File: src/rtl/core/smte_pkg.sv
// Types, codes and helpers shared by the symmetry matrix table engine.
package smte_pkg;

	localparam int unsigned MAX_OPS_DEF = 64;
	localparam int unsigned NELEM = 9;

	typedef logic signed [3:0] elem_t;
	// Row-major: element r*3+c sits at position r*3+c.
	typedef elem_t [0:NELEM-1] mat_t;

	localparam mat_t UNIT_MAT = '{
		4'sd1, 4'sd0, 4'sd0,
		4'sd0, 4'sd1, 4'sd0,
		4'sd0, 4'sd0, 4'sd1
	};

	typedef enum logic [2:0] {
		OP_APPEND  = 3'd0,
		OP_WRITE   = 3'd1,
		OP_READ    = 3'd2,
		OP_FIND    = 3'd3,
		OP_INVERSE = 3'd4,
		OP_CLEAR   = 3'd5
	} op_t;

	typedef enum logic [1:0] {
		ST_OK        = 2'd0,
		ST_RANGE     = 2'd1,
		ST_NOT_FOUND = 2'd2,
		ST_FULL      = 2'd3
	} status_t;

	typedef struct packed {
		logic [2:0] operation;
		logic [5:0] index;
		elem_t      elem_00;
		elem_t      elem_01;
		elem_t      elem_02;
		elem_t      elem_10;
		elem_t      elem_11;
		elem_t      elem_12;
		elem_t      elem_20;
		elem_t      elem_21;
		elem_t      elem_22;
	} req_t;

	typedef struct packed {
		status_t    status;
		logic [6:0] result_index;
		elem_t      out_00;
		elem_t      out_01;
		elem_t      out_02;
		elem_t      out_10;
		elem_t      out_11;
		elem_t      out_12;
		elem_t      out_20;
		elem_t      out_21;
		elem_t      out_22;
	} rsp_t;

	function automatic mat_t req_mat(req_t r);
		mat_t m;
		m[0] = r.elem_00;
		m[1] = r.elem_01;
		m[2] = r.elem_02;
		m[3] = r.elem_10;
		m[4] = r.elem_11;
		m[5] = r.elem_12;
		m[6] = r.elem_20;
		m[7] = r.elem_21;
		m[8] = r.elem_22;
		return m;
	endfunction

	function automatic rsp_t make_rsp(status_t st, logic [6:0] ri, mat_t m);
		rsp_t r;
		r.status       = st;
		r.result_index = ri;
		r.out_00       = m[0];
		r.out_01       = m[1];
		r.out_02       = m[2];
		r.out_10       = m[3];
		r.out_11       = m[4];
		r.out_12       = m[5];
		r.out_20       = m[6];
		r.out_21       = m[7];
		r.out_22       = m[8];
		return r;
	endfunction

endpackage

File: src/rtl/core/smte_store.sv
// Matrix table memory: one write port, one read port with registered data.
module smte_store #(
	parameter int unsigned DEPTH = smte_pkg::MAX_OPS_DEF,
	parameter int unsigned AW    = (DEPTH > 1) ? $clog2(DEPTH) : 1
) (
	input  logic            clk,
	input  logic            we,
	input  logic [AW-1:0]   waddr,
	input  smte_pkg::mat_t  wdata,
	input  logic [AW-1:0]   raddr,
	output smte_pkg::mat_t  rdata
);

	smte_pkg::mat_t mem [DEPTH];

	always_ff @(posedge clk) begin
		if (we) begin
			mem[waddr] <= wdata;
		end
	end

	always_ff @(posedge clk) begin
		rdata <= mem[raddr];
	end

endmodule

File: src/rtl/core/smte_match.sv
// Compare unit: exact equality, or test that cand * opnd is the identity.
module smte_match (
	input  logic           inv_mode,
	input  smte_pkg::mat_t cand,
	input  smte_pkg::mat_t opnd,
	output logic           hit
);

	logic prod_ok;

	always_comb begin
		logic signed [9:0] acc;
		prod_ok = 1'b1;
		for (int r = 0; r < 3; r++) begin
			for (int c = 0; c < 3; c++) begin
				acc = '0;
				for (int k = 0; k < 3; k++) begin
					acc = acc + cand[r*3+k] * opnd[k*3+c];
				end
				if (acc != smte_pkg::UNIT_MAT[r*3+c]) begin
					prod_ok = 1'b0;
				end
			end
		end
	end

	assign hit = inv_mode ? prod_ok : (cand == opnd);

endmodule

File: src/rtl/core/symmetry_matrix_table_engine.sv
// Top level of the symmetry matrix table engine: sequencer, count and table.
//
// Use: drive req and raise start; a request is taken at a rising edge with
// start high and busy low. Exactly one response follows per request: rsp is
// valid for the single cycle in which done is high, and must be taken then,
// as the receiver has no way to hold it off.
// Steps from the accepting edge to the cycle with done high:
//   append, write, clear, unused codes, and any out-of-range request: done
//   straight from idle. read in range: one memory read (S_READ).
//   find: scan from entry zero (S_SCAN) until a match or the last entry.
//   inverse: fetch the indexed entry (S_FETCH), then scan as find does.
// Throughput: busy is low again in the cycle that shows done, so the next
// request may be taken there. Find and inverse are bound by the single read
// port of the table, which delivers one stored matrix per cycle to the
// compare unit, so a request may scan a full table of 64 entry by entry.
// Reset clears the entry count and the sequencer; the table itself keeps
// no reset value, and only entries below the count are ever looked at.
// Out_xx fields are zero in every response except a successful read.
module symmetry_matrix_table_engine #(
	parameter int unsigned MAX_OPS = smte_pkg::MAX_OPS_DEF
) (
	input  logic           clk,
	input  logic           arst_n,
	input  logic           start,
	input  smte_pkg::req_t req,
	output logic           busy,
	output logic           done,
	output smte_pkg::rsp_t rsp
);

	// Address, count, index-compare and result widths.
	localparam int unsigned AW = (MAX_OPS > 1) ? $clog2(MAX_OPS) : 1;
	localparam int unsigned CW = $clog2(MAX_OPS + 1);
	localparam int unsigned IW = (CW > 6) ? CW : 6;
	localparam int unsigned XW = (CW > 7) ? CW : 7;

	typedef enum logic [1:0] {
		S_IDLE,
		S_READ,
		S_FETCH,
		S_SCAN
	} state_t;

	state_t          state_q;
	logic [CW-1:0]   count_q;
	logic [AW-1:0]   j_q;
	logic [5:0]      idx_q;
	logic            inv_q;
	smte_pkg::mat_t  opnd_q;
	smte_pkg::rsp_t  rsp_q;
	logic            done_q;

	logic            accept;
	logic [IW-1:0]   idx_x;
	logic [AW-1:0]   idx_a;
	logic            in_range;
	logic            full;
	logic [CW-1:0]   count_inc;
	logic [XW-1:0]   count_x;
	logic [XW-1:0]   count_inc_x;
	logic            last;
	logic            hit;

	logic            mem_we;
	logic [AW-1:0]   mem_waddr;
	logic [AW-1:0]   mem_raddr;
	smte_pkg::mat_t  mem_rdata;

	assign accept      = start && (state_q == S_IDLE);
	assign idx_x       = IW'(req.index);
	assign idx_a       = idx_x[AW-1:0];
	assign in_range    = idx_x < IW'(count_q);
	assign full        = (count_q == CW'(MAX_OPS));
	assign count_inc   = count_q + CW'(1);
	assign count_x     = XW'(count_q);
	assign count_inc_x = XW'(count_inc);
	// The entry under test is the last one below the count.
	assign last        = ((CW'(j_q) + CW'(1)) == count_q);

	// Memory control: writes only on an accepted append or in-range write;
	// reads go ahead every cycle and the sequencer picks what it needs.
	always_comb begin
		mem_we    = 1'b0;
		mem_waddr = count_q[AW-1:0];
		mem_raddr = '0;
		unique case (state_q)
			S_IDLE: begin
				if (accept && (req.operation == smte_pkg::OP_APPEND) && !full) begin
					mem_we = 1'b1;
				end
				if (accept && (req.operation == smte_pkg::OP_WRITE) && in_range) begin
					mem_we    = 1'b1;
					mem_waddr = idx_a;
				end
				// Find starts its scan at entry zero; read and inverse fetch
				// the indexed entry first.
				if (req.operation != smte_pkg::OP_FIND) begin
					mem_raddr = idx_a;
				end
			end
			S_SCAN: begin
				mem_raddr = j_q + AW'(1);
			end
			S_READ, S_FETCH: begin
				mem_raddr = '0;
			end
		endcase
	end

	smte_store #(
		.DEPTH (MAX_OPS),
		.AW    (AW)
	) u_store (
		.clk   (clk),
		.we    (mem_we),
		.waddr (mem_waddr),
		.wdata (smte_pkg::req_mat(req)),
		.raddr (mem_raddr),
		.rdata (mem_rdata)
	);

	smte_match u_match (
		.inv_mode (inv_q),
		.cand     (mem_rdata),
		.opnd     (opnd_q),
		.hit      (hit)
	);

	// Sequencer, entry count and the registered response.
	always_ff @(posedge clk or negedge arst_n) begin
		if (!arst_n) begin
			state_q <= S_IDLE;
			count_q <= '0;
			j_q     <= '0;
			idx_q   <= '0;
			inv_q   <= 1'b0;
			opnd_q  <= '0;
			rsp_q   <= '0;
			done_q  <= 1'b0;
		end else begin
			// The strobe lasts one cycle unless set again below.
			done_q <= 1'b0;
			unique case (state_q)
				S_IDLE: begin
					if (accept) begin
						idx_q <= req.index;
						j_q   <= '0;
						unique case (req.operation)
							smte_pkg::OP_APPEND: begin
								done_q <= 1'b1;
								if (full) begin
									rsp_q <= smte_pkg::make_rsp(smte_pkg::ST_FULL,
										count_x[6:0], '0);
								end else begin
									count_q <= count_inc;
									rsp_q   <= smte_pkg::make_rsp(smte_pkg::ST_OK,
										count_inc_x[6:0], '0);
								end
							end
							smte_pkg::OP_WRITE: begin
								done_q <= 1'b1;
								rsp_q  <= smte_pkg::make_rsp(
									in_range ? smte_pkg::ST_OK : smte_pkg::ST_RANGE,
									7'(req.index), '0);
							end
							smte_pkg::OP_READ: begin
								if (in_range) begin
									state_q <= S_READ;
								end else begin
									done_q <= 1'b1;
									rsp_q  <= smte_pkg::make_rsp(smte_pkg::ST_RANGE,
										7'(req.index), '0);
								end
							end
							smte_pkg::OP_FIND: begin
								inv_q  <= 1'b0;
								opnd_q <= smte_pkg::req_mat(req);
								if (count_q == '0) begin
									done_q <= 1'b1;
									rsp_q  <= smte_pkg::make_rsp(smte_pkg::ST_NOT_FOUND,
										count_x[6:0], '0);
								end else begin
									state_q <= S_SCAN;
								end
							end
							smte_pkg::OP_INVERSE: begin
								inv_q <= 1'b1;
								if (in_range) begin
									state_q <= S_FETCH;
								end else begin
									done_q <= 1'b1;
									rsp_q  <= smte_pkg::make_rsp(smte_pkg::ST_RANGE,
										7'(req.index), '0);
								end
							end
							smte_pkg::OP_CLEAR: begin
								count_q <= '0;
								done_q  <= 1'b1;
								rsp_q   <= smte_pkg::make_rsp(smte_pkg::ST_OK, '0, '0);
							end
							default: begin
								done_q <= 1'b1;
								rsp_q  <= smte_pkg::make_rsp(smte_pkg::ST_OK,
									count_x[6:0], '0);
							end
						endcase
					end
				end
				S_READ: begin
					// Read data for the requested entry arrives now.
					done_q  <= 1'b1;
					rsp_q   <= smte_pkg::make_rsp(smte_pkg::ST_OK, 7'(idx_q), mem_rdata);
					state_q <= S_IDLE;
				end
				S_FETCH: begin
					// Hold R_i as the right-hand operand; entry zero is on its way.
					opnd_q  <= mem_rdata;
					state_q <= S_SCAN;
				end
				S_SCAN: begin
					if (hit) begin
						done_q  <= 1'b1;
						rsp_q   <= smte_pkg::make_rsp(smte_pkg::ST_OK, 7'(j_q), '0);
						state_q <= S_IDLE;
					end else if (last) begin
						done_q  <= 1'b1;
						rsp_q   <= smte_pkg::make_rsp(smte_pkg::ST_NOT_FOUND,
							count_x[6:0], '0);
						state_q <= S_IDLE;
					end else begin
						j_q <= j_q + AW'(1);
					end
				end
			endcase
		end
	end

	assign busy = (state_q != S_IDLE);
	assign done = done_q;
	assign rsp  = rsp_q;

endmodule

File: config.mk
export PLATFORM = sky130hd
export DESIGN_NAME = symmetry_matrix_table_engine
export DESIGN_NICKNAME = d
export VERILOG_FILES = /design/src/rtl/core/smte_pkg.sv /design/src/rtl/core/smte_store.sv /design/src/rtl/core/smte_match.sv /design/src/rtl/core/symmetry_matrix_table_engine.sv
export SDC_FILE = /design/constraint.sdc
export NUM_CORES = 2
export LEC_CHECK = 0
export BUFFER_PORTS_ARGS = -buffer_cell sky130_fd_sc_hd__buf_2
export CAP_MARGIN = 20
export CORE_MARGIN = 4
export CORE_UTILIZATION = 58
export CTS_CLUSTER_SIZE = 24
export DETAILED_ROUTE_END_ITERATION = 6
export GPL_TIMING_DRIVEN = 1
export PLACE_DENSITY = 0.77
export SLEW_MARGIN = 15
export SYNTH_ARGS = -nofsm -noshare
export SYNTH_HDL_FRONTEND = slang
export SYNTH_HIERARCHICAL = 1
export SYNTH_SLANG_ARGS = --single-unit
File: constraint.sdc
create_clock -name clk -period 8 [get_ports clk]
set_input_delay 0.4 -clock clk [delete_from_list [all_inputs] [get_ports clk]]
set_output_delay 0.4 -clock clk [all_outputs]
set_load 0.03 [all_outputs]
==> out/results.txt <==
Worst-path clk slew = 70 ps
Vias in the first global route = 67400
Yosys warns = 6
Fraction of registers with async set/reset = 4.26%
H-tree depth = 4
Die X = 453 um
Ports = 95
Syn Inst Count = 6674
Worst path arrival time = 9020 ps
CTS Buf Count = 230
Final Cycle Share = 103%
Clk buf depth = 3
Via count = 65700
Hold WC Path Type = input port to async pin
Required time of the worst setup path = 8740 ps
Met2 Usage GRT = 51.5%
Vias/cell = 6.64
Clock Tree Root = clkbuf_16
Status = finished with violations
Setup WS pre-CTS = -426 ps
Rel. slew slack = 21.4%
Most Crowded Layer GR = met2
Max Freq = 121 MHz
Nets = 7885
Max-cap violations = 0
Cell row count = 162
DPL Wire Length = 203000 um
Pins over their slew limit = 0
Fin. Hold Viols = 0
Syn Area/Cell = 17.2 um^2
Violated checks = design-rule violations, negative setup slack
Final wirelength = 333000 um
Share of layout cells above drive strength 1 = 21.0%
GRT Total Usage = 32.8%
Die H = 453 um
Worst setup EP type = flip-flop
DRC viols = 3
Avg WL per Cell = 33.6 um
Aggregate global routing overflow = 0
Met3 Usage GRT = 7.54%
Netlist cell types = 83
Clock insertion delay at the later pin of the skew report = 900 ps
Highest-count cells in the layout ignoring fill and taps = edfxtp_1, inv_1, mux4_2
R2r startpoint = u_store/rdata[32]
Most frequent CP cell = fa_1
Die ar. = 205000 um^2
First-pass GRT wire length = 481000 um
Initial antenna violation count = 24
Port Buffers = 94
Synthesized area = 115000 um^2
Core ar. = 196000 um^2
Critical-path top delay cell = fa_1
Post-synth EDFFs = 2304
Leading cell type in the layout, fill and taps excluded = edfxtp_1
Max stage delay on crit path = 540 ps
Period minus WS final = 8280 ps
Post-synth top flop = edfxtp_1
Largest net degree at the start of global routing = 86
PnR worst setup slack = -276 ps
Initial core utilization = 58.6%
Setup Skew = 117 ps
Register area share after synthesis = 63.2%
Worst r2r path cells = 32
Met1 Use GR = 43.3%
CTS tree = built
Setup Crit Path Kind = flip-flop to flip-flop
DRT Pass-1 Iters = 7
CP Max Fanout = 9
Worst slew pin tran = 1180 ps
Syn Nets = 7508
Final RePlAce weighted congestion = 0.967
CTS Sinks = 2444
Fillers = 12700
Reg2Reg Setup Slack = -280 ps
Final Setup Violations = 45
#FFs+latches synth = 2444
Critical Path Source Type = flip-flop
DR iter-0 viols = 9640
Post-route ant nets = 0
RR Endpoint = rsp[34]
RSZ-0062 raised after global routing = true
Synth-to-Final Area Change = 12.2%
==> layer usage <==
metal	routed length, um	vias to the layer above
met4	22000	10
met1	114000	33800
met2	157000	4948
li1	-	25900
met3	39900	1038
met5	65	-
==> cells in the mapped netlist (6+ instances only) <==
| cell | number | area share [%] |
|---|---|---|
| ha_1 | 296 | 3.2 |
| fa_1 | 490 | 8.5 |
| buf_2 | 49 | 0.21 |
| and3_1 | 13 | 0.071 |
| o22a_1 | 23 | 0.18 |
| dfrtp_1 | 104 | 2.3 |
| mux2_2 | 14 | 0.14 |
| nand4_1 | 8 | 0.044 |
| mux2i_1 | 120 | 1.0 |
| inv_1 | 685 | 2.2 |
| o21ai_0 | 74 | 0.32 |
| mux4_2 | 556 | 11 |
| buf_4 | 51 | 0.33 |
| nand2_1 | 198 | 0.65 |
| nand2b_1 | 46 | 0.25 |
| o31ai_1 | 6 | 0.039 |
| o221ai_1 | 35 | 0.27 |
| o2111ai_1 | 6 | 0.046 |
| a222oi_1 | 6 | 0.052 |
| a22o_1 | 38 | 0.29 |
| xnor2_1 | 107 | 0.82 |
| a21o_1 | 21 | 0.14 |
| and2_1 | 222 | 1.2 |
| nand3_1 | 69 | 0.30 |
| o22ai_1 | 131 | 0.71 |
| a22oi_1 | 78 | 0.51 |
| a31oi_1 | 11 | 0.060 |
| edfxtp_1 | 2304 | 60 |
| buf_1 | 24 | 0.079 |
| clkbuf_1 | 185 | 0.61 |
| o211ai_1 | 13 | 0.085 |
| and4_1 | 6 | 0.046 |
| xor2_1 | 60 | 0.46 |
| dfxtp_1 | 36 | 0.63 |
| a21oi_1 | 86 | 0.38 |
| nor4_1 | 43 | 0.23 |
| o21bai_1 | 6 | 0.039 |
| nor2_1 | 224 | 0.73 |
| nor3_1 | 16 | 0.070 |
| nor2b_1 | 67 | 0.37 |
| a211oi_1 | 46 | 0.30 |
| buf_6 | 15 | 0.15 |
==> critical path, delay by kind of cell (launching register included) <==
family | cells | cell delay (ps)
compound gates | 7 | 1480
simple gates | 5 | 850
buf+inv | 10 | 1000
fa+ha+maj | 10 | 4430
flops | 1 | 330
==> logic make-up after synthesis <==
group / count (synthesis) / share of synthesized area, %
buffers and inverters: 1016 / 3.64
flip-flops: 2444 / 63.2
AO/OA/AOI/OAI: 617 / 3.72
adder cells (fa/ha/maj): 786 / 11.8
XOR/XNOR: 167 / 1.27
AND/OR/NAND/NOR: 954 / 4.30
multiplexers: 690 / 12.1
==> layout make-up <==
class                           count  area [um^2]  share of cell area [%]
Multi-Input combinational cell   3215        38900                    30.2
Timing Repair Buffer              468         3780                    2.94
Clock buffer                      275         5970                    4.64
Antenna cell                       16         40.0                  0.0311
Tap cell                         2624         3280                    2.55
Clock inverter                    157         1580                    1.23
Sequential cell                  2444        72500                    56.3
Inverter                          692         2600                    2.02
==> how the worst max path moves through the flow <==
stage	startpoint	end	slack, ps	depth (start not counted)
6_report	u_store/rdata[32]	rsp[34]	-280	32
3_3_place_gp	opnd_q[13]	rsp[3]	-300	32
2_1_floorplan	opnd_q[13]	rsp[36]	10	32
3_5_place_dp	u_store/rdata[28]	rsp[4]	-430	32
4_1_cts	opnd_q[13]	rsp[14]	-140	32
5_1_grt	u_store/rdata[32]	rsp[22]	-520	32
==> stage by stage <==
| step | instances | TNS (ps) | hold slack (ps) | util (%) | cell area (um^2) |
|---|---|---|---|---|---|
| floorplan | 6674 | 0 | 104 | - | 115000 |
| global placement | 9424 | -11790 | 422 | 61.6 | 121000 |
| detailed placement | 9426 | -17940 | 427 | 61.6 | 121000 |
| CTS | 9868 | -4300 | 18.1 | 65.6 | 128000 |
| global route | 9877 | -22140 | 70.3 | 65.7 | 129000 |
| finish | 9891 | -9700 | 66.1 | 65.7 | 129000 |
==> repair_timing <==
action                                  CTS  global route
hold endpoints to repair                 47             0
setup buffers                             0             3
endpoints found under the setup margin   51            54
pin swaps                                12            28
hold buffers                              9             0
cloned                                    1             2
resized for setup                        19            24
==> flip-flops by register name, indices dropped and copies added, names as in the netlist <==
register       count
count_q            7
done               1
idx_q              6
inv_q              1
j_q                6
opnd_q            36
rsp               45
state_q            2
u_store/mem     2304
u_store/rdata     36
Power is left out: the tool's default activity adds up to more than one toggle a clock period on the data nets, which glitch-free logic cannot reach.
